**src/hppf_pkg.sv**
```systemverilog
`timescale 1ns / 1ps

package hppf_pkg;

	// Frame layout, byte offsets from the first byte of the Ethernet header
	localparam int PAYLOAD_START    = 54;
	localparam int ETH_TYPE_HI_POS  = 12;
	localparam int ETH_TYPE_LO_POS  = 13;
	localparam int IP_PROTO_POS     = 23;
	localparam int TCP_DPORT_HI_POS = 36;
	localparam int TCP_DPORT_LO_POS = 37;
	localparam int POS_FLOOR        = 127;

	localparam logic [7:0] ETH_TYPE_HI = 8'h08;
	localparam logic [7:0] ETH_TYPE_LO = 8'h00;
	localparam logic [7:0] PROTO_TCP   = 8'd6;

	// Defaults
	localparam int SCAN_WINDOW_DEF = 32;
	localparam int MIN_PAYLOAD_DEF = 64;
	localparam int QUEUE_DEPTH     = 4;
	localparam int RESULT_DEPTH    = 2;

	// Configuration map
	localparam logic REG_PATTERN = 1'b0;
	localparam logic REG_PORT    = 1'b1;

	localparam logic [31:0] PATTERN_RESET = 32'h666C_6173;
	localparam logic [15:0] PORT_RESET    = 16'd443;

	// Per-byte classification handed from the front to the back
	typedef struct packed {
		logic hdr_ok;
		logic pat_hit;
		logic len_ok;
		logic last;
	} byte_class_t;

endpackage

```
**src/hppf_fifo.sv**
```systemverilog
`timescale 1ns / 1ps

module hppf_fifo #(
	parameter int WIDTH = 4,
	parameter int DEPTH = 4
) (
	input  logic             clk,
	input  logic             arst_n,
	input  logic             push,
	input  logic [WIDTH-1:0] push_data,
	output logic             full,
	input  logic             pop,
	output logic [WIDTH-1:0] pop_data,
	output logic             empty
);

	localparam int PTR_W = (DEPTH > 1) ? $clog2(DEPTH) : 1;
	localparam int CNT_W = $clog2(DEPTH + 1);

	logic [WIDTH-1:0] mem_q [DEPTH];
	logic [PTR_W-1:0] wr_ptr_q;
	logic [PTR_W-1:0] rd_ptr_q;
	logic [CNT_W-1:0] count_q;
	logic             do_push;
	logic             do_pop;

	assign full     = (count_q == CNT_W'(DEPTH));
	assign empty    = (count_q == '0);
	assign do_push  = push && !full;
	assign do_pop   = pop && !empty;
	assign pop_data = mem_q[rd_ptr_q];

	always_ff @(posedge clk) begin
		if (do_push) begin
			mem_q[wr_ptr_q] <= push_data;
		end
	end

	always_ff @(posedge clk or negedge arst_n) begin
		if (!arst_n) begin
			wr_ptr_q <= '0;
			rd_ptr_q <= '0;
			count_q  <= '0;
		end else begin
			if (do_push) begin
				wr_ptr_q <= (wr_ptr_q == PTR_W'(DEPTH - 1)) ? '0 : wr_ptr_q + 1'b1;
			end
			if (do_pop) begin
				rd_ptr_q <= (rd_ptr_q == PTR_W'(DEPTH - 1)) ? '0 : rd_ptr_q + 1'b1;
			end
			if (do_push && !do_pop) begin
				count_q <= count_q + 1'b1;
			end else if (do_pop && !do_push) begin
				count_q <= count_q - 1'b1;
			end
		end
	end

endmodule

```
**src/hppf_front.sv**
```systemverilog
`timescale 1ns / 1ps

module hppf_front import hppf_pkg::*; #(
	parameter int SCAN_WINDOW = SCAN_WINDOW_DEF,
	parameter int MIN_PAYLOAD = MIN_PAYLOAD_DEF
) (
	input  logic        clk,
	input  logic        arst_n,
	input  logic        take,
	input  logic [7:0]  frame_byte,
	input  logic        frame_end,
	input  logic [31:0] match_pattern,
	input  logic [15:0] watched_port,
	output byte_class_t cls
);

	localparam int MIN_FRAME = PAYLOAD_START + MIN_PAYLOAD;
	localparam int POS_CAP   = (MIN_FRAME > POS_FLOOR) ? MIN_FRAME : POS_FLOOR;
	localparam int POS_W     = $clog2(POS_CAP + 1);
	localparam int WIN_LO    = PAYLOAD_START + 3;
	localparam int WIN_HI    = WIN_LO + SCAN_WINDOW;

	logic [POS_W-1:0] pos_q;
	logic [23:0]      recent_q;
	logic [31:0]      word;
	logic             hdr_ok;

	assign word = {recent_q, frame_byte};

	always_comb begin
		hdr_ok = 1'b1;
		if (pos_q == POS_W'(ETH_TYPE_HI_POS))  hdr_ok = (frame_byte == ETH_TYPE_HI);
		if (pos_q == POS_W'(ETH_TYPE_LO_POS))  hdr_ok = (frame_byte == ETH_TYPE_LO);
		if (pos_q == POS_W'(IP_PROTO_POS))     hdr_ok = (frame_byte == PROTO_TCP);
		if (pos_q == POS_W'(TCP_DPORT_HI_POS)) hdr_ok = (frame_byte == watched_port[15:8]);
		if (pos_q == POS_W'(TCP_DPORT_LO_POS)) hdr_ok = (frame_byte == watched_port[7:0]);
	end

	always_comb begin
		cls.hdr_ok  = hdr_ok;
		// pattern ends at this byte, so it starts three bytes back
		cls.pat_hit = (pos_q >= POS_W'(WIN_LO)) && (pos_q < POS_W'(WIN_HI))
			&& (word == match_pattern);
		cls.len_ok  = (pos_q >= POS_W'(MIN_FRAME - 1));
		cls.last    = frame_end;
	end

	always_ff @(posedge clk or negedge arst_n) begin
		if (!arst_n) begin
			pos_q    <= '0;
			recent_q <= '0;
		end else if (take) begin
			if (frame_end) begin
				pos_q    <= '0;
				recent_q <= '0;
			end else begin
				recent_q <= word[23:0];
				if (pos_q < POS_W'(POS_CAP)) begin
					pos_q <= pos_q + 1'b1;
				end
			end
		end
	end

endmodule

```
**src/hppf_back.sv**
```systemverilog
`timescale 1ns / 1ps

module hppf_back import hppf_pkg::*; (
	input  logic        clk,
	input  logic        arst_n,
	input  logic        q_empty,
	input  byte_class_t q_item,
	output logic        q_pop,
	input  logic        res_full,
	output logic        res_push,
	output logic        res_drop
);

	logic hdr_ok_q;
	logic pat_seen_q;
	logic hdr_acc;
	logic pat_acc;

	assign hdr_acc  = hdr_ok_q && q_item.hdr_ok;
	assign pat_acc  = pat_seen_q || q_item.pat_hit;
	// hold a frame's last byte until the result queue has room
	assign q_pop    = !q_empty && (!q_item.last || !res_full);
	assign res_push = q_pop && q_item.last;
	assign res_drop = hdr_acc && pat_acc && q_item.len_ok;

	always_ff @(posedge clk or negedge arst_n) begin
		if (!arst_n) begin
			hdr_ok_q   <= 1'b1;
			pat_seen_q <= 1'b0;
		end else if (q_pop) begin
			if (q_item.last) begin
				hdr_ok_q   <= 1'b1;
				pat_seen_q <= 1'b0;
			end else begin
				hdr_ok_q   <= hdr_acc;
				pat_seen_q <= pat_acc;
			end
		end
	end

endmodule

```
**src/https_payload_pattern_filter_core.sv**
```systemverilog
`timescale 1ns / 1ps
// HTTPS payload pattern filter.
// Input channel: one Ethernet frame byte per request (frame_byte, frame_end
// marking the last byte), accepted on a clock edge with push high and full low.
// Result channel: one drop_frame verdict per frame, given for its last byte;
// the oldest verdict sits on drop_frame while empty is low and leaves on an
// edge with pop high. Drop means: ethertype 0x0800, IP protocol 6, TCP
// destination port equal to watched_port, frame of at least 54 + MIN_PAYLOAD
// bytes, and match_pattern starting within the first SCAN_WINDOW payload bytes.
// Configuration: APB write at byte address 0 (match_pattern) or 4
// (watched_port); registers read back on prdata, pready always high.
// Throughput is one byte per cycle while full is low. The front classifies
// each byte at acceptance and the back folds the classifications into a
// verdict one per cycle unless a last byte waits for result queue room.
// If the receiver stalls, verdicts collect in a two-entry result queue, then
// the four-entry byte queue fills and full rises. Reset clears both queues
// and the frame state and loads the default pattern "flas" and port 443.
module https_payload_pattern_filter_core import hppf_pkg::*; #(
	parameter int SCAN_WINDOW = SCAN_WINDOW_DEF,
	parameter int MIN_PAYLOAD = MIN_PAYLOAD_DEF
) (
	input  logic        clk,
	input  logic        arst_n,
	input  logic        push,
	output logic        full,
	input  logic [7:0]  frame_byte,
	input  logic        frame_end,
	input  logic        pop,
	output logic        empty,
	output logic        drop_frame,
	input  logic        psel,
	input  logic        penable,
	input  logic        pwrite,
	input  logic [2:0]  paddr,
	input  logic [31:0] pwdata,
	output logic [31:0] prdata,
	output logic        pready
);

	logic [31:0] match_pattern_q;
	logic [15:0] watched_port_q;
	logic        cfg_wr;
	logic        take;
	byte_class_t cls;
	byte_class_t q_item;
	logic        q_empty;
	logic        q_pop;
	logic        res_full;
	logic        res_push;
	logic        res_drop;

	// Configuration registers; paddr[1:0] is the byte lane and ignored
	assign pready = 1'b1;
	assign cfg_wr = psel && penable && pwrite && pready;

	always_ff @(posedge clk or negedge arst_n) begin
		if (!arst_n) begin
			match_pattern_q <= PATTERN_RESET;
			watched_port_q  <= PORT_RESET;
		end else if (cfg_wr) begin
			case (paddr[2])
				REG_PATTERN: match_pattern_q <= pwdata;
				REG_PORT:    watched_port_q  <= pwdata[15:0];
				default: ;
			endcase
		end
	end

	always_comb begin
		case (paddr[2])
			REG_PATTERN: prdata = match_pattern_q;
			REG_PORT:    prdata = {16'd0, watched_port_q};
			default:     prdata = '0;
		endcase
	end

	// Front: classify each accepted byte
	assign take = push && !full;

	hppf_front #(
		.SCAN_WINDOW(SCAN_WINDOW),
		.MIN_PAYLOAD(MIN_PAYLOAD)
	) u_front (
		.clk          (clk),
		.arst_n       (arst_n),
		.take         (take),
		.frame_byte   (frame_byte),
		.frame_end    (frame_end),
		.match_pattern(match_pattern_q),
		.watched_port (watched_port_q),
		.cls          (cls)
	);

	// Decoupling queue between front and back
	hppf_fifo #(
		.WIDTH($bits(byte_class_t)),
		.DEPTH(QUEUE_DEPTH)
	) u_byte_queue (
		.clk      (clk),
		.arst_n   (arst_n),
		.push     (take),
		.push_data(cls),
		.full     (full),
		.pop      (q_pop),
		.pop_data (q_item),
		.empty    (q_empty)
	);

	// Back: fold classifications into the frame verdict
	hppf_back u_back (
		.clk     (clk),
		.arst_n  (arst_n),
		.q_empty (q_empty),
		.q_item  (q_item),
		.q_pop   (q_pop),
		.res_full(res_full),
		.res_push(res_push),
		.res_drop(res_drop)
	);

	// Result queue keeps verdicts while the receiver stalls
	hppf_fifo #(
		.WIDTH(1),
		.DEPTH(RESULT_DEPTH)
	) u_result_queue (
		.clk      (clk),
		.arst_n   (arst_n),
		.push     (res_push),
		.push_data(res_drop),
		.full     (res_full),
		.pop      (pop),
		.pop_data (drop_frame),
		.empty    (empty)
	);

endmodule

```
**config.mk**
```make
export PLATFORM = sky130hd
export DESIGN_NAME = https_payload_pattern_filter_core
export DESIGN_NICKNAME = d
export VERILOG_FILES = /design/src/hppf_pkg.sv /design/src/hppf_fifo.sv /design/src/hppf_front.sv /design/src/hppf_back.sv /design/src/https_payload_pattern_filter_core.sv
export SDC_FILE = /design/constraint.sdc
export NUM_CORES = 1
export LEC_CHECK = 0
export BUFFER_PORTS_ARGS = -buffer_cell sky130_fd_sc_hd__buf_2
export CORE_MARGIN = 1.5
export CORE_UTILIZATION = 52
export CTS_CLUSTER_DIAMETER = 150
export DETAILED_ROUTE_END_ITERATION = 6
export GPL_TIMING_DRIVEN = 1
export PLACE_DENSITY = 0.89
export SKIP_LAST_GASP = 1
export SYNTH_ARGS = -nofsm -noshare
export SYNTH_HDL_FRONTEND = slang
export SYNTH_HIERARCHICAL = 1
export SYNTH_SLANG_ARGS = --single-unit
export TNS_END_PERCENT = 5
```
**constraint.sdc**
```tcl
create_clock -name clk -period 2.3 [get_ports clk]
set_input_delay 0.46 -clock clk [delete_from_list [all_inputs] [get_ports clk]]
set_output_delay 0.46 -clock clk [all_outputs]
set_load 0.01 [all_outputs]
```
# Word level (Yosys, flattened, before mapping)
# Memory sizes are Yosys's and may differ from the RTL's.
# Index checks and enable logic that the tools add are counted.
[word_totals]
regBits = 92
ram_bits = 18
input_bits = 51
output_inout_bits = 36
word_cells = 103
mem_count = 2
[op_classes]
addsub = 9
order_cmp = 4
n_eq_ne = 14
muxes = 23
bitwise_logic = 1
n_reduce_logical = 38
[mem_list]
columns = ["memory", "depth", "word_bits", "rd", "rd_clocked_by_memory_dff", "wr", "line_no", "source"]
rows = [
  ["u_byte_queue.mem_q", 4, 4, 1, 0, 1, "hppf_fifo.sv:20", "logic [WIDTH-1:0] mem_q [DEPTH];"],
  ["u_result_queue.mem_q", 2, 1, 1, 0, 1, "hppf_fifo.sv:20", ""],
]
[op_table]
columns = ["operator", "count"]
rows = [
  ["case mux 32 bit (2 select lines)", 1],
  ["equality test 32 bit", 1],
  ["two-way mux 24 bit", 1],
  ["logical AND 1 bit", 18],
  ["equality test 8 bit", 2],
  ["equality test 7 x 4 -> 1 bit (second input constant)", 2],
  ["equality test 7 x 6 -> 1 bit (second input constant)", 2],
  ["< comparator 7 bit (second input constant)", 2],
  ["two-way mux 7 bit", 2],
  ["two-way mux 1 bit", 13],
  ["zero test 1 bit", 9],
  ["equality test 8 x 3 -> 1 bit (second input constant)", 1],
  ["equality test 8 x 4 -> 1 bit (second input constant)", 1],
  ["zero test 8 bit", 1],
  ["two-way mux 2 bit", 4],
  ["adder 7 x 1 -> 7 bit (second input constant)", 1],
  ["equality test 7 x 5 -> 1 bit (second input constant)", 1],
  ["greater-or-equal comparator 7 x 6 -> 1 bit (second input constant)", 1],
  ["greater-or-equal comparator 7 bit (second input constant)", 1],
  ["adder 2 x 1 -> 2 bit (second input constant)", 3],
  ["equality test 2 bit (second input constant)", 3],
  ["two-way mux 3 bit", 2],
  ["AND reduction 2 bit", 3],
  ["nonzero test 2 bit", 3],
  ["9 further kinds", 11],
]

# Depth between registers and ports, before layout
[logic_depth]
ltp_word = 10
mapped_depth = 10
mapped_depth_nobuf = 10

# By module
# The synthesis kept the hierarchy.
[modules_own_cells]
columns = ["module", "n_inst", "cells_per_inst", "area_per_inst_um2"]
rows = [
  ["https_payload_pattern_filter_core", 1, 141, 2296.0],
  ["hppf_front", 1, 228, 2215.9],
  ["hppf_fifo (u_byte_queue)", 1, 58, 1046.0],
  ["hppf_fifo (u_result_queue)", 1, 22, 267.8],
  ["hppf_back", 1, 13, 110.1],
]

# Worst setup path before layout
# OpenSTA, ideal clock, no wires.
[synth_path]
path_kind = "register to register"
from = "register u_byte_queue.rd_ptr_q[0]"
to = "register u_byte_queue.count_q[1]"
setup_ps = 125
arrival_ps = 2270
path_slack_ps = -95
stages_incl_launch_ff = 9
synth_period_minus_slack_ps = 2395
path_cell_list = "dfrtp_1 > buf_2 > mux4_2 > a21oi_1 > nand2b_4 > ha_1 > inv_1 > fa_1 > mux2_2"
[synth_lines]
columns = ["element", "line_no", "source"]
rows = [
  ["start: declaration", "hppf_fifo.sv:22", "logic [PTR_W-1:0] rd_ptr_q;"],
  ["start signal: assignment", "hppf_fifo.sv:49", "rd_ptr_q <= (rd_ptr_q == PTR_W'(DEPTH - 1)) ? '0 : rd_ptr_q + 1'b1;"],
  ["end signal: assignment", "hppf_fifo.sv:52", "count_q <= count_q + 1'b1;"],
  ["end signal: assignment", "hppf_fifo.sv:54", "count_q <= count_q - 1'b1;"],
  ["end: declaration", "hppf_fifo.sv:23", "logic [CNT_W-1:0] count_q;"],
]

==> impl_metrics.json <==
{
  "met3_length_microns": 730,
  "tns_ns": 0,
  "path_clk_slew_ns": 0.07,
  "grt_pass1_wl_mm": 20.59,
  "arrival_ns": 2.46,
  "end_kind": "register",
  "p_leak_nw": 3.133,
  "pwr-share-seq_pct": 43.0,
  "cts_tree": "done",
  "design.core.area_sq_um": 10980,
  "syn2layout_area_growth_pct": 13.91,
  "nNetsFinal": 599,
  "pre_cts_slack_ns": 0.01776,
  "dp.cells": 664,
  "synth_ff_type": "dfrtp_1",
  "irDropWorstVdd_mv": 0.7487,
  "placed_area_sq_um": 6414,
  "syn_inst": 462,
  "start_util_pct": 54.04,
  "required_ns": 2.54,
  "p_clk_share_pct": 22.9,
  "clkSinkCount": 110,
  "antenna_found_initial": 0,
  "crit_type": "register to register",
  "diodes": 0,
  "grt_usage_pct": 22.80,
  "routedWlPerCell_microns": 18.43,
  "reg2reg_from": "u_byte_queue/rd_ptr_q[0]",
  "maxCapViolations": 0,
  "synth_edf_count": 18,
  "clk_path_buf_depth": 2,
  "synth_warnings": 6,
  "yosysUniqueCellTypes": 57,
  "p_comb_share_pct": 34.0,
  "met1_length_mm": 5.341,
  "cts_buffers": 9,
  "async_flop_share_pct": 83.64,
  "die_y_microns": 109.8,
  "highest_layer": "met4",
  "netSwitchingPower_mw": 2.345,
  "wl_met2_mm": 6.313,
  "syn_area_sq_um": 5936,
  "slew_headroom_pct": 57.96,
  "dieArea_sq_um": 12060,
  "vias": 3899,
  "status": "finished clean",
  "slew_viol_final": 0,
  "post-route-worst-setup-slack_ns": 0.08424,
  "power_mw": 7.075,
  "r2r-end": "u_byte_queue/count_q[1]",
  "reg2reg_depth": 7,
  "period_minus_slack_ns": 2.216,
  "ios": 87,
  "clock-root-buffer": "clkbuf_16",
  "dr.pass1.iters": 4,
  "grt_max_degree": 63,
  "min_period_over_period_pct": 96.34,
  "grt_pass1_vias": 4064,
  "wl_mm": 12.57,
  "rows": 38,
  "p_int_mw": 4.730,
  "die_w_microns": 109.8,
  "design_area_sq_um": 6761,
  "gp_congestion": 0.8562,
  "synth_seq_area_share_pct": 48.40,
  "worst_skew_pair.late_latency_ns": 0.36,
  "fmax_mhz": 451.3,
  "portBuffers": 83,
  "syn_avg_cell_area_sq_um": 12.85,
  "powerDensity_nw_per_um2": 1046,
  "drc": 0,
  "syn-num-nets": 524,
  "fill_cells": 836,
  "ys_seq_elements": 110,
  "final_cells": 682,
  "htree_levels": 3,
  "cp-start-kind": "register",
  "worst_slew_pin_slew_ns": 0.6306,
  "hold_path_class": "primary input to async pin",
  "setup_violations": 0,
  "cp_max_fo": 4,
  "drtAntennaViolNets": 0,
  "layout-drive-gt1-share_pct": 47.23,
  "finalHoldViolCount": 0,
  "finalClockSkew_ns": 0.008362,
  "via_per_inst": 5.717,
  "dpl.hpwl_mm": 8.936,
  "r2r_slack_ns": 0.08,
  "grt.overflow.total": 0,
  "drt-initial-drc-count": 281,
  "swShare_pct": 33.14
}
through the flow:
stage,util [%],hold WS (ns)
final,61.56,0.1280
after global routing,61.56,0.1669
after CTS,61.20,0.1417
after detailed placement,58.40,0.4840
after global placement,58.40,0.4754
after floorplan,-,0.1644
sequential cells by signal, summed over array words and instances (netlist names):
| register | count |
|---|---|
| match_pattern_q | 32 |
| u_back/hdr_ok_q | 1 |
| u_back/pat_seen_q | 1 |
| u_byte_queue/count_q | 3 |
| u_byte_queue/mem_q | 16 |
| u_byte_queue/rd_ptr_q | 2 |
| u_byte_queue/wr_ptr_q | 2 |
| u_front/pos_q | 7 |
| u_front/recent_q | 24 |
| u_result_queue/count_q | 2 |
| u_result_queue/mem_q | 2 |
| u_result_queue/rd_ptr_q | 1 |
| u_result_queue/wr_ptr_q | 1 |
| watched_port_q | 16 |
cell usage after synthesis (all sizes together) (7+ instances only):
master | count | share of area, %
mux2 | 70 | 15
dfrtp | 68 | 29
xor2 | 53 | 7.8
nor2b | 42 | 4.5
a31o | 25 | 3.7
buf | 25 | 3.5
dfstp | 24 | 11
edfxtp | 18 | 9.1
a21oi | 15 | 1.3
nor2 | 14 | 0.89
nor4 | 11 | 1.2
ha | 10 | 2.1
inv | 9 | 0.57
nand2 | 8 | 0.55
and2 | 7 | 0.86
clkbuf | 7 | 0.46
o21ai | 7 | 0.59
cell usage in the layout (no fill, tap or decap), types with 2 or more instances in the layout:
| cell type | n |
|---|---|
| buf_2 | 82 |
| dfrtp_1 | 68 |
| xor2_1 | 53 |
| nor2b_1 | 40 |
| mux2_2 | 38 |
| mux2_4 | 32 |
| a31o_2 | 25 |
| dfstp_2 | 24 |
| edfxtp_1 | 18 |
| nor2_1 | 14 |
| a21oi_1 | 14 |
| buf_4 | 12 |
| nor4_1 | 11 |
| clkbuf_16 | 9 |
| ha_1 | 9 |
| inv_1 | 8 |
| nand2_1 | 7 |
| nand3_1 | 5 |
| o21ai_1 | 4 |
| mux4_2 | 4 |
| and2_2 | 4 |
| xnor2_1 | 4 |
| inv_6 | 3 |
| o21ai_0 | 3 |
| nor3_1 | 3 |
| nand4_1 | 3 |
| nor2b_4 | 2 |
| nand4_4 | 2 |
| buf_12 | 2 |
| and2_1 | 2 |
| nor3_2 | 2 |
| a31oi_1 | 2 |
| o22ai_1 | 2 |
worst max-delay path: stages, from the launching register on:
cell	delay, ns
dfrtp_1	0.37
mux4_2	0.58
a21oi_4	0.19
nand2b_4	0.08
ha_4	0.16
inv_2	0.05
fa_1	0.40
mux2_2	0.27
worst max path at each step:
stage	from	end	cells past startpoint
floorplan	u_byte_queue/rd_ptr_q[0]	u_byte_queue/count_q[1]	8
global placement	u_byte_queue/rd_ptr_q[0]	u_byte_queue/count_q[1]	7
detailed placement	u_byte_queue/rd_ptr_q[0]	u_byte_queue/count_q[1]	7
CTS	u_byte_queue/rd_ptr_q[0]	u_byte_queue/count_q[1]	7
global route	u_byte_queue/rd_ptr_q[0]	u_byte_queue/count_q[1]	7
finish	u_byte_queue/rd_ptr_q[0]	u_byte_queue/count_q[1]	7
layout make-up:
cell class / instances / area, sq um / share of cell area, %
sequential: 110 / 2873 / 42.49
multi-input combinational: 310 / 2828 / 41.82
timing repair buffer: 96 / 540.5 / 7.994
clock buffer: 11 / 244.0 / 3.608
tap: 140 / 175.2 / 2.591
clock inverter: 5 / 63.81 / 0.9437
inverter: 10 / 37.54 / 0.5551
cell families after synthesis:
logic type | Yosys count | share of synthesized area, %
buffers and inverters | 42 | 4.574
AND/OR/NAND/NOR | 108 | 12.10
adder cells (fa/ha/maj) | 11 | 2.445
multiplexers | 74 | 16.82
XOR/XNOR | 57 | 8.411
flip-flops | 110 | 48.40
other | 1 | 0.06318
AO/OA/AOI/OAI | 59 | 7.188
layer usage:
| layer | track usage [%] | up-vias |
|---|---|---|
| met5 | 0 | - |
| met4 | 6.957 | 0 |
| met3 | 5.631 | 18 |
| met2 | 37.98 | 120 |
| met1 | 29.32 | 1983 |
| li1 | - | 1778 |
power by group through the flow:
| stage | Sequential [mW] | Combinational [mW] | Clock (mW) |
|---|---|---|---|
| 6_report | 3.05 | 2.41 | 1.62 |
| 5_1_grt | 3.12 | 2.64 | 1.73 |
| 4_1_cts | 3.04 | 2.32 | 1.65 |
| 3_5_place_dp | 3.08 | 2.28 | 0 |
| 3_3_place_gp | 3.03 | 2.14 | 0 |
| 2_1_floorplan | 2.91 | 1.79 | 0 |
timing repair:
item	in CTS	in global routing
gates resized for setup	0	5
setup endpoints to repair	0	2
setup buffers	0	2
hold buffers	0	0
No activity file was read; power rests on OpenSTA's default activity.
